**src/rtl/core/nge_pkg.sv**
```systemverilog
// Shared types and constants for the next-greater-element stack core.
// No dependencies; used by the interfaces, the control and the stack memory.
package nge_pkg;

	localparam int VALUE_W  = 32;
	localparam int POS_W    = 12;
	localparam int STATUS_W = 2;

	localparam logic [STATUS_W-1:0] ST_FOUND   = 2'd0;
	localparam logic [STATUS_W-1:0] ST_NONE    = 2'd1;
	localparam logic [STATUS_W-1:0] ST_DROPPED = 2'd2;

	// one stack entry as held in the memory
	typedef struct packed {
		logic [VALUE_W-1:0] value;
		logic [POS_W-1:0]   position;
	} entry_t;

	// one result without its end-of-run flag
	typedef struct packed {
		logic [POS_W-1:0]    position;
		logic [VALUE_W-1:0]  answer;
		logic [STATUS_W-1:0] status;
	} result_t;

endpackage

```
**src/rtl/core/nge_in_if.sv**
```systemverilog
// Input channel of the stack core: one array element per transfer.
// Depends on nge_pkg for field widths.
interface nge_in_if;
	logic                              valid;
	logic                              ready;
	logic signed [nge_pkg::VALUE_W-1:0] value;
	logic                              end_of_array;

	modport source (output valid, value, end_of_array, input ready);
	modport sink (input valid, value, end_of_array, output ready);
endinterface

```
**src/rtl/core/nge_out_if.sv**
```systemverilog
// Result channel of the stack core: one decided position per transfer.
// Depends on nge_pkg for field widths.
interface nge_out_if;
	logic                               valid;
	logic                               ready;
	logic [nge_pkg::POS_W-1:0]          position;
	logic signed [nge_pkg::VALUE_W-1:0] answer;
	logic [nge_pkg::STATUS_W-1:0]       status;
	logic                               last_of_run;

	modport source (output valid, position, answer, status, last_of_run, input ready);
	modport sink (input valid, position, answer, status, last_of_run, output ready);
endinterface

```
**src/rtl/core/nge_stack_mem.sv**
```systemverilog
// Stack storage: one write port, one read port, registered read data.
// Depends on nge_pkg (entry_t).
module nge_stack_mem #(
	parameter int DEPTH = 32,
	parameter int AW    = 5
) (
	input  logic                clk,
	input  logic                wr_en,
	input  logic [AW-1:0]       wr_addr,
	input  nge_pkg::entry_t     wr_data,
	input  logic [AW-1:0]       rd_addr,
	output nge_pkg::entry_t     rd_data
);

	nge_pkg::entry_t mem [DEPTH];

	always_ff @(posedge clk) begin
		if (wr_en) begin
			mem[wr_addr] <= wr_data;
		end
		rd_data <= mem[rd_addr];
	end

endmodule

```
**src/rtl/core/nge_ctrl.sv**
```systemverilog
// Sequencer for the stack core: pop loop, push, drain, result staging
// and the output register. Depends on nge_pkg and both channel interfaces.
module nge_ctrl #(
	parameter int STACK_DEPTH = 32,
	parameter int MAX_LENGTH  = 4096,
	parameter int AW          = 5
) (
	input  logic             clk,
	input  logic             arst_n,
	nge_in_if.sink           elem,
	nge_out_if.source        result,
	output logic             wr_en,
	output logic [AW-1:0]    wr_addr,
	output nge_pkg::entry_t  wr_data,
	output logic [AW-1:0]    rd_addr,
	input  nge_pkg::entry_t  rd_data
);

	localparam int PW = $clog2(MAX_LENGTH);
	localparam logic [AW-1:0] FULL     = AW'(STACK_DEPTH - 1);
	localparam logic [PW-1:0] LAST_POS = PW'(MAX_LENGTH - 1);

	localparam logic [1:0] S_IDLE  = 2'd0;
	localparam logic [1:0] S_CMP   = 2'd1;
	localparam logic [1:0] S_DRAIN = 2'd2;

	logic [1:0]    state_q, state_d;
	logic [AW-1:0] count_q, count_d;
	logic [PW-1:0] pos_q, pos_d, pos_inc;
	logic signed [nge_pkg::VALUE_W-1:0] v_q;
	logic          last_q;

	logic              pend_valid_q, pend_valid_d;
	nge_pkg::result_t  pend_q, pend_d;
	logic              out_valid_q;
	nge_pkg::result_t  out_q;
	logic              out_last_q;

	logic              emit, emit_last, out_free, pop, accept;
	nge_pkg::result_t  emit_res;
	logic [nge_pkg::POS_W-1:0] pos12;

	assign accept   = elem.valid && elem.ready;
	assign out_free = !out_valid_q || result.ready;
	assign pos12    = nge_pkg::POS_W'(pos_q);
	assign pos_inc  = (pos_q == LAST_POS) ? '0 : pos_q + 1'b1;
	assign pop      = (count_q != '0) && ($signed(rd_data.value) < v_q);

	assign elem.ready         = (state_q == S_IDLE);
	assign result.valid       = out_valid_q;
	assign result.position    = out_q.position;
	assign result.answer      = out_q.answer;
	assign result.status      = out_q.status;
	assign result.last_of_run = out_last_q;

	// the read port always fetches the top of the stack as it will be next cycle
	assign rd_addr = count_d - 1'b1;

	always_comb begin
		state_d      = state_q;
		count_d      = count_q;
		pos_d        = pos_q;
		pend_valid_d = pend_valid_q;
		pend_d       = pend_q;
		emit         = 1'b0;
		emit_last    = 1'b0;
		emit_res     = pend_q;
		wr_en        = 1'b0;
		wr_addr      = count_q;
		wr_data      = '{value: v_q, position: pos12};
		unique case (state_q)
			S_IDLE: begin
				if (accept) begin
					state_d = S_CMP;
				end
			end
			S_CMP: begin
				if (pop) begin
					// staged one deep: whether a pop is final is known only later
					if (!pend_valid_q || out_free) begin
						emit         = pend_valid_q;
						pend_d       = '{position: rd_data.position, answer: v_q,
						                 status: nge_pkg::ST_FOUND};
						pend_valid_d = 1'b1;
						count_d      = count_q - 1'b1;
					end
				end else if (pend_valid_q) begin
					if (out_free) begin
						emit         = 1'b1;
						emit_last    = !last_q;
						pend_valid_d = 1'b0;
						if (!last_q) begin
							wr_en   = 1'b1;
							count_d = count_q + 1'b1;
							pos_d   = pos_inc;
							state_d = S_IDLE;
						end
					end
				end else if (last_q) begin
					if (out_free) begin
						emit      = 1'b1;
						emit_res  = '{position: pos12, answer: '0, status: nge_pkg::ST_NONE};
						emit_last = (count_q == '0);
						if (count_q == '0) begin
							pos_d   = '0;
							state_d = S_IDLE;
						end else begin
							state_d = S_DRAIN;
						end
					end
				end else if (count_q == FULL) begin
					if (out_free) begin
						emit      = 1'b1;
						emit_res  = '{position: pos12, answer: '0, status: nge_pkg::ST_DROPPED};
						emit_last = 1'b1;
						pos_d     = pos_inc;
						state_d   = S_IDLE;
					end
				end else begin
					wr_en   = 1'b1;
					count_d = count_q + 1'b1;
					pos_d   = pos_inc;
					state_d = S_IDLE;
				end
			end
			S_DRAIN: begin
				if (out_free) begin
					emit      = 1'b1;
					emit_res  = '{position: rd_data.position, answer: '0,
					              status: nge_pkg::ST_NONE};
					emit_last = (count_q == AW'(1));
					count_d   = count_q - 1'b1;
					if (count_q == AW'(1)) begin
						pos_d   = '0;
						state_d = S_IDLE;
					end
				end
			end
			default: begin
				state_d = S_IDLE;
			end
		endcase
	end

	always_ff @(posedge clk or negedge arst_n) begin
		if (!arst_n) begin
			state_q      <= S_IDLE;
			count_q      <= '0;
			pos_q        <= '0;
			pend_valid_q <= 1'b0;
			out_valid_q  <= 1'b0;
		end else begin
			state_q      <= state_d;
			count_q      <= count_d;
			pos_q        <= pos_d;
			pend_valid_q <= pend_valid_d;
			if (emit) begin
				out_valid_q <= 1'b1;
			end else if (result.ready) begin
				out_valid_q <= 1'b0;
			end
		end
	end

	always_ff @(posedge clk) begin
		if (accept) begin
			v_q    <= elem.value;
			last_q <= elem.end_of_array;
		end
		pend_q <= pend_d;
		if (emit) begin
			out_q      <= emit_res;
			out_last_q <= emit_last;
		end
	end

`ifndef ASSERT_OFF
	a_push_room: assert property (@(posedge clk) disable iff (!arst_n)
		wr_en |-> (count_q < FULL))
		else $error("push into a full stack");

	a_idle_no_pend: assert property (@(posedge clk) disable iff (!arst_n)
		(state_q == S_IDLE) |-> !pend_valid_q)
		else $error("staged result left behind at end of item");

	a_drain_ctx: assert property (@(posedge clk) disable iff (!arst_n)
		(state_q == S_DRAIN) |-> (last_q && count_q != '0))
		else $error("drain without a last element or with an empty stack");

	a_array_clear: assert property (@(posedge clk) disable iff (!arst_n)
		((state_q != S_IDLE) && last_q) ##1 (state_q == S_IDLE)
		|-> (count_q == '0 && pos_q == '0))
		else $error("stack or position not cleared after last element");
`endif

endmodule

```
**src/rtl/core/next_greater_element_stack_core.sv**
```systemverilog
// Next-greater-element core on a monotonic stack.
// Channel elem: one signed 32-bit array element per transfer, end_of_array on
// the final one. Channel result: one decided position per transfer with its
// answer, a status (greater found, no greater, dropped) and last_of_run on the
// final result caused by an element.
// Timing: elem.ready is high only while no element is in work. An element
// pops one entry per compare; an element that pops or drops shows its last
// result through the output register once it has been decided. The last
// element of an array then reports itself as having no greater element and
// drains every entry left on the stack, one result per entry.
// The pop loop is bounded by the stack memory's registered read: each compare
// uses the top entry that the read port fetched ahead of it.
// A result waiting in the output register does not block the next element;
// a stalled receiver holds the pop and drain loops until the register frees.
// Up to STACK_DEPTH-1 entries are held; a non-final element that finds the
// stack full is reported as dropped. Positions count modulo MAX_LENGTH.
// Reset empties the stack and zeroes the position counter at once; the
// memory itself is not cleared, since only entries below the count are read.
// Depends on nge_pkg, nge_in_if, nge_out_if, nge_stack_mem, nge_ctrl.
module next_greater_element_stack_core #(
	parameter int STACK_DEPTH = 32,
	parameter int MAX_LENGTH  = 4096
) (
	input  logic      clk,
	input  logic      arst_n,
	nge_in_if.sink    elem,
	nge_out_if.source result
);

	localparam int AW = $clog2(STACK_DEPTH);

	logic             wr_en;
	logic [AW-1:0]    wr_addr;
	logic [AW-1:0]    rd_addr;
	nge_pkg::entry_t  wr_data;
	nge_pkg::entry_t  rd_data;

	nge_ctrl #(
		.STACK_DEPTH (STACK_DEPTH),
		.MAX_LENGTH  (MAX_LENGTH),
		.AW          (AW)
	) u_ctrl (
		.clk     (clk),
		.arst_n  (arst_n),
		.elem    (elem),
		.result  (result),
		.wr_en   (wr_en),
		.wr_addr (wr_addr),
		.wr_data (wr_data),
		.rd_addr (rd_addr),
		.rd_data (rd_data)
	);

	nge_stack_mem #(
		.DEPTH (STACK_DEPTH),
		.AW    (AW)
	) u_mem (
		.clk     (clk),
		.wr_en   (wr_en),
		.wr_addr (wr_addr),
		.wr_data (wr_data),
		.rd_addr (rd_addr),
		.rd_data (rd_data)
	);

endmodule
```
**src/flat_wrapper.sv**
```systemverilog
// flat-port wrapper written by rule: the top's interface ports become plain ports
module next_greater_element_stack_core_flat 
#(
	parameter int STACK_DEPTH = 32,
	parameter int MAX_LENGTH  = 4096
)
  (clk, arst_n, elem_valid, elem_value, elem_end_of_array, elem_ready, result_valid, result_position, result_answer, result_status, result_last_of_run, result_ready);
  nge_in_if elem_i ();
  nge_out_if result_i ();
  input  logic clk;
  input  logic arst_n;
  input wire logic [$bits(elem_i.valid)-1:0] elem_valid;
  input wire logic [$bits(elem_i.value)-1:0] elem_value;
  input wire logic [$bits(elem_i.end_of_array)-1:0] elem_end_of_array;
  output wire logic [$bits(elem_i.ready)-1:0] elem_ready;
  output wire logic [$bits(result_i.valid)-1:0] result_valid;
  output wire logic [$bits(result_i.position)-1:0] result_position;
  output wire logic [$bits(result_i.answer)-1:0] result_answer;
  output wire logic [$bits(result_i.status)-1:0] result_status;
  output wire logic [$bits(result_i.last_of_run)-1:0] result_last_of_run;
  input wire logic [$bits(result_i.ready)-1:0] result_ready;
  assign elem_i.valid = elem_valid;
  assign elem_i.value = elem_value;
  assign elem_i.end_of_array = elem_end_of_array;
  assign elem_ready = elem_i.ready;
  assign result_valid = result_i.valid;
  assign result_position = result_i.position;
  assign result_answer = result_i.answer;
  assign result_status = result_i.status;
  assign result_last_of_run = result_i.last_of_run;
  assign result_i.ready = result_ready;
  next_greater_element_stack_core #(.STACK_DEPTH(STACK_DEPTH), .MAX_LENGTH(MAX_LENGTH)) u_core (.clk(clk), .arst_n(arst_n), .elem(elem_i), .result(result_i));
endmodule
```
**config.mk**
```make
export PLATFORM = sky130hd
export DESIGN_NAME = next_greater_element_stack_core_flat
export DESIGN_NICKNAME = d
export VERILOG_FILES = /design/src/rtl/core/nge_pkg.sv /design/src/rtl/core/nge_in_if.sv /design/src/rtl/core/nge_out_if.sv /design/src/rtl/core/nge_stack_mem.sv /design/src/rtl/core/nge_ctrl.sv /design/src/rtl/core/next_greater_element_stack_core.sv /design/src/flat_wrapper.sv
export SDC_FILE = /design/constraint.sdc
export NUM_CORES = 2
export LEC_CHECK = 0
export BUFFER_PORTS_ARGS = -buffer_cell sky130_fd_sc_hd__buf_2
export CAP_MARGIN = 20
export CELL_PAD_IN_SITES_DETAIL_PLACEMENT = 0
export CELL_PAD_IN_SITES_GLOBAL_PLACEMENT = 1
export CORE_ASPECT_RATIO = 1.2
export CORE_MARGIN = 2
export CORE_UTILIZATION = 60
export DETAILED_ROUTE_END_ITERATION = 16
export PLACE_DENSITY = 0.81
export SETUP_SLACK_MARGIN = 0.4
export SLEW_MARGIN = 20
export SYNTH_ARGS = -nofsm -noshare
export SYNTH_HDL_FRONTEND = slang
export SYNTH_SLANG_ARGS = --single-unit
```
**constraint.sdc**
```tcl
create_clock -name clk -period 13.9 [get_ports clk]
set_input_delay 2.085 -clock clk [delete_from_list [all_inputs] [get_ports clk]]
set_output_delay 2.085 -clock clk [all_outputs]
set_load 0.02 [all_outputs]
```
==> impl_metrics.env <==
export IMPL_outcome="completed"
export IMPL_fp_row_count=128
export IMPL_seq_area_um2=47400
export IMPL_cp_slowest_cell="edfxtp_1"
export IMPL_numCtsBuffers=147
export IMPL_area_growth_pct=11.4
export IMPL_cts_tree="yes"
export IMPL_yosys_area_share_simple=0.0331
export IMPL_avgSynthCellArea_um2=21.1
export IMPL_async_flop_share=0.0131
export IMPL_crit_chain="inv_1 > ha_1 > a21oi_1 > o21ai_0 > a221oi_1 > a21oi_2 > a2111oi_4 > mux2i_1 > a21o_2 > inv_8 > ha_4 > buf_4 > buf_4 > mux4_2 > a221oi_1 > a22oi_1 > o221a_1"
export IMPL_wl_um=150000
export IMPL_critPathBufInv=4
export IMPL_synth_nets=2987
export IMPL_arrival_ns=9.44
export IMPL_die_h_um=354
export IMPL_drt_pass1_iterations=5
export IMPL_nets=3150
export IMPL_min_path_type="register to register"
export IMPL_worstSkewPairLatency_ns=0.77
export IMPL_die_area_um2=105000
export IMPL_yosysWarningCount=0
export IMPL_rsz0062_at_grt="false"
export IMPL_hold_buffers=0
export IMPL_grt_max_degree=154
export IMPL_fin_crit_sh=0.633
export IMPL_overflow=0
export IMPL_ys_seq_elements=1597
export IMPL_synth_compound_area_frac=0.0382
export IMPL_clock_sinks=1597
export IMPL_cts_max_level=4
export IMPL_syn_area_um2=61200
export IMPL_synth_cell_types=61
export IMPL_gp_congestion=0.795
export IMPL_tightest_slew_ns=1.20
export IMPL_die_w_um=296
export IMPL_cp_required_ns=14.55
export IMPL_synth_fa_ha_area_frac=0.00879
export IMPL_cts_resized=0
export IMPL_wire_per_inst_um=33.0
export IMPL_fin_setup_tns_ns=0
export IMPL_drv_cap=0
export IMPL_synth_top_family_by_area="multiplexers"
export IMPL_crit_path_start_kind="register"
export IMPL_drc_errors=0
export IMPL_grt_pass1_vias=30900
export IMPL_multiInputGateArea_um2=13300
export IMPL_cts_root_buffer="clkbuf_16"
export IMPL_criticalPathCategory="register to register"
export IMPL_drive_gt1_frac=0.245
export IMPL_via_per_inst=6.83
export IMPL_initial_utilization=0.604
export IMPL_cts_clk_slew_worst_paths_ns=0.06
export IMPL_relSlewSlack=0.198
export IMPL_timing_fmax_ghz=0.114
export IMPL_cpLargestDelayFamily="compound AO/OA/AOI/OAI gates"
export IMPL_period_minus_slack_ns=8.80
export IMPL_filler_cell_count=6228
export IMPL_antenna_left=0
export IMPL_grt_usage=0.293
export IMPL_ios=86
export IMPL_worstSetupEndpointType="register"
export IMPL_finClkSkew_ns=0.0246
export IMPL_final_max_slew_viol_count=0
export IMPL_setup_violations=0
export IMPL_drtIter0Drc=4355
export IMPL_io_buffers=85
export IMPL_antenna_found_initial=3
export IMPL_grt_pass1_wl_um=215000
export IMPL_crit_path_max_incr_delay_ns=1.01
export IMPL_yosysSeqAreaShare=0.774
export IMPL_cp_max_fo=81
export IMPL_hpwl_um=70000
export IMPL_ys_flop_type="edfxtp_1"
export IMPL_syn_inst=2907
export IMPL_synth_edff_count=1532
export IMPL_clockBufferDepth=3
export IMPL_synth_xor_area_frac=0.00139
export IMPL_vias=31100
export IMPL_cts_setup_buffers=0
export IMPL_design_core_area_um2=101000
export IMPL_finalHoldViolations=0
export IMPL_synthMuxAreaShare=0.130
through the flow:
stage	std cells	util	hold slack (ns)	instance area [um^2]	setup slack [ns]
after floorplan	2907	-	0.408	61200	7.70
after global placement	4283	0.627	0.416	63500	5.36
after detailed placement	4285	0.627	0.419	63600	5.18
after CTS	4554	0.673	0.433	68200	5.13
after global routing	4555	0.673	0.445	68200	4.68
final	4557	0.673	0.438	68200	5.10
sequential cells by signal (all words and copies together), names as in the netlist:
signal                            flops
u_core.u_ctrl.result.valid            1
u_core.u_ctrl.result.status           2
u_core.u_ctrl.state_q                 2
u_core.u_ctrl.last_q                  1
u_core.u_ctrl.result.position        12
u_core.u_ctrl.wr_addr                 5
u_core.u_ctrl.pend_q                 44
u_core.u_ctrl.v_q                    32
u_core.u_mem.rd_data                 44
u_core.u_ctrl.result.last_of_run      1
u_core.u_ctrl.pos12                  12
u_core.u_ctrl.result.answer          32
u_core.u_mem.mem                   1408
u_core.u_ctrl.pend_valid_q            1
synth_stat cells, drive strengths merged, types with 2 or more instances:
| master | n | area share |
|---|---|---|
| nor3 | 8 | 0.00065 |
| o311ai | 2 | 0.00029 |
| o221a | 43 | 0.0079 |
| nor2b | 35 | 0.0036 |
| a221oi | 91 | 0.014 |
| nand2 | 222 | 0.014 |
| nand3b | 47 | 0.0058 |
| and3 | 6 | 0.00061 |
| mux2i | 4 | 0.00065 |
| nand2b | 4 | 0.00041 |
| xnor2 | 3 | 0.00055 |
| or3 | 4 | 0.00041 |
| nand3 | 13 | 0.0011 |
| a22oi | 58 | 0.0071 |
| inv | 47 | 0.0029 |
| or2 | 4 | 0.00041 |
| o21ai | 45 | 0.0037 |
| nor4 | 6 | 0.00086 |
| a21oi | 26 | 0.0022 |
| edfxtp | 1532 | 0.75 |
| a21o | 4 | 0.00051 |
| ha | 43 | 0.0088 |
| o22ai | 2 | 0.00020 |
| dfrtp | 21 | 0.0086 |
| nor2 | 61 | 0.0037 |
| a31oi | 4 | 0.00041 |
| buf | 64 | 0.0064 |
| mux4 | 352 | 0.13 |
| nand4 | 9 | 0.00092 |
| and2 | 2 | 0.00020 |
| dfxtp | 44 | 0.014 |
| o31ai | 3 | 0.00037 |
| clkbuf | 77 | 0.0047 |
| xor2 | 5 | 0.00084 |
kinds of logic after synthesis:
logic type | Yosys count
xor gates and xnor gates | 8
adders and majority gates | 43
AOI/OAI and AO/OA | 287
buffers and inverters | 188
muxes | 357
and+or+nand+nor | 427
DFF | 1597
final timing paths:
| path | slack, ns | depth (start not counted) | endpoint | startpoint |
|---|---|---|---|---|
| worst max-delay path | 5.10 | 17 | u_core.u_mem.rd_data[28]$_DFF_P_ | u_core.u_ctrl.v_q[7]$_DFFE_PP_ |
| worst min-delay path | 0.44 | 0 | u_core.u_ctrl.pend_q[40]$_DFFE_PP_ | u_core.u_mem.rd_data[6]$_DFF_P_ |
| worst max register to register | 5.10 | 17 | u_core.u_mem.rd_data[28]$_DFF_P_ | u_core.u_ctrl.v_q[7]$_DFFE_PP_ |
| worst min register to register | 0.44 | 0 | u_core.u_ctrl.pend_q[40]$_DFFE_PP_ | u_core.u_mem.rd_data[6]$_DFF_P_ |
| max in group asynchronous | 12.22 | 1 | u_core.u_ctrl.pos12[1]$_DFFE_PN0P_ | arst_n |
| min in group asynchronous | 1.29 | 1 | u_core.u_ctrl.pos12[5]$_DFFE_PN0P_ | arst_n |
cells in the final DEF (no fill, tap or decap), types with 11 or more instances in the layout:
master     count
buf_2         85
nor2_4        36
dfxtp_1       44
edfxtp_1    1532
mux4_2       352
clkinv_1      15
nor2_1        25
a21oi_1       24
o221a_1       43
nand2_1      222
buf_4         65
nor2b_1       35
clkbuf_1      52
a22oi_1       58
clkbuf_16    154
a221oi_1      82
clkinv_2      27
nand3_1       13
inv_1         46
dfrtp_1       11
o21ai_0       42
nand3b_1      47
ha_1          42
routing by layer:
metal	GRT usage	vias to the layer above	wire length, um
met2	0.465	1940	73900
met1	0.423	16500	56500
li1	-	12400	-
met3	0.0558	241	15800
met5	0	-	0
met4	0.0862	0	4030
layout make-up:
cell class              instances  share of cell area
diodes                          2           0.0000734
well taps                    1365              0.0250
flip-flops and latches       1597               0.695
multi-input cells            1122               0.195
inverters                      47             0.00270
clock inverters                53             0.00587
clock buffers                 216              0.0614
repair buffers                155              0.0149
Power is left out: the tool's default activity adds up to more than one toggle a clock period on the data nets, which glitch-free logic cannot reach.
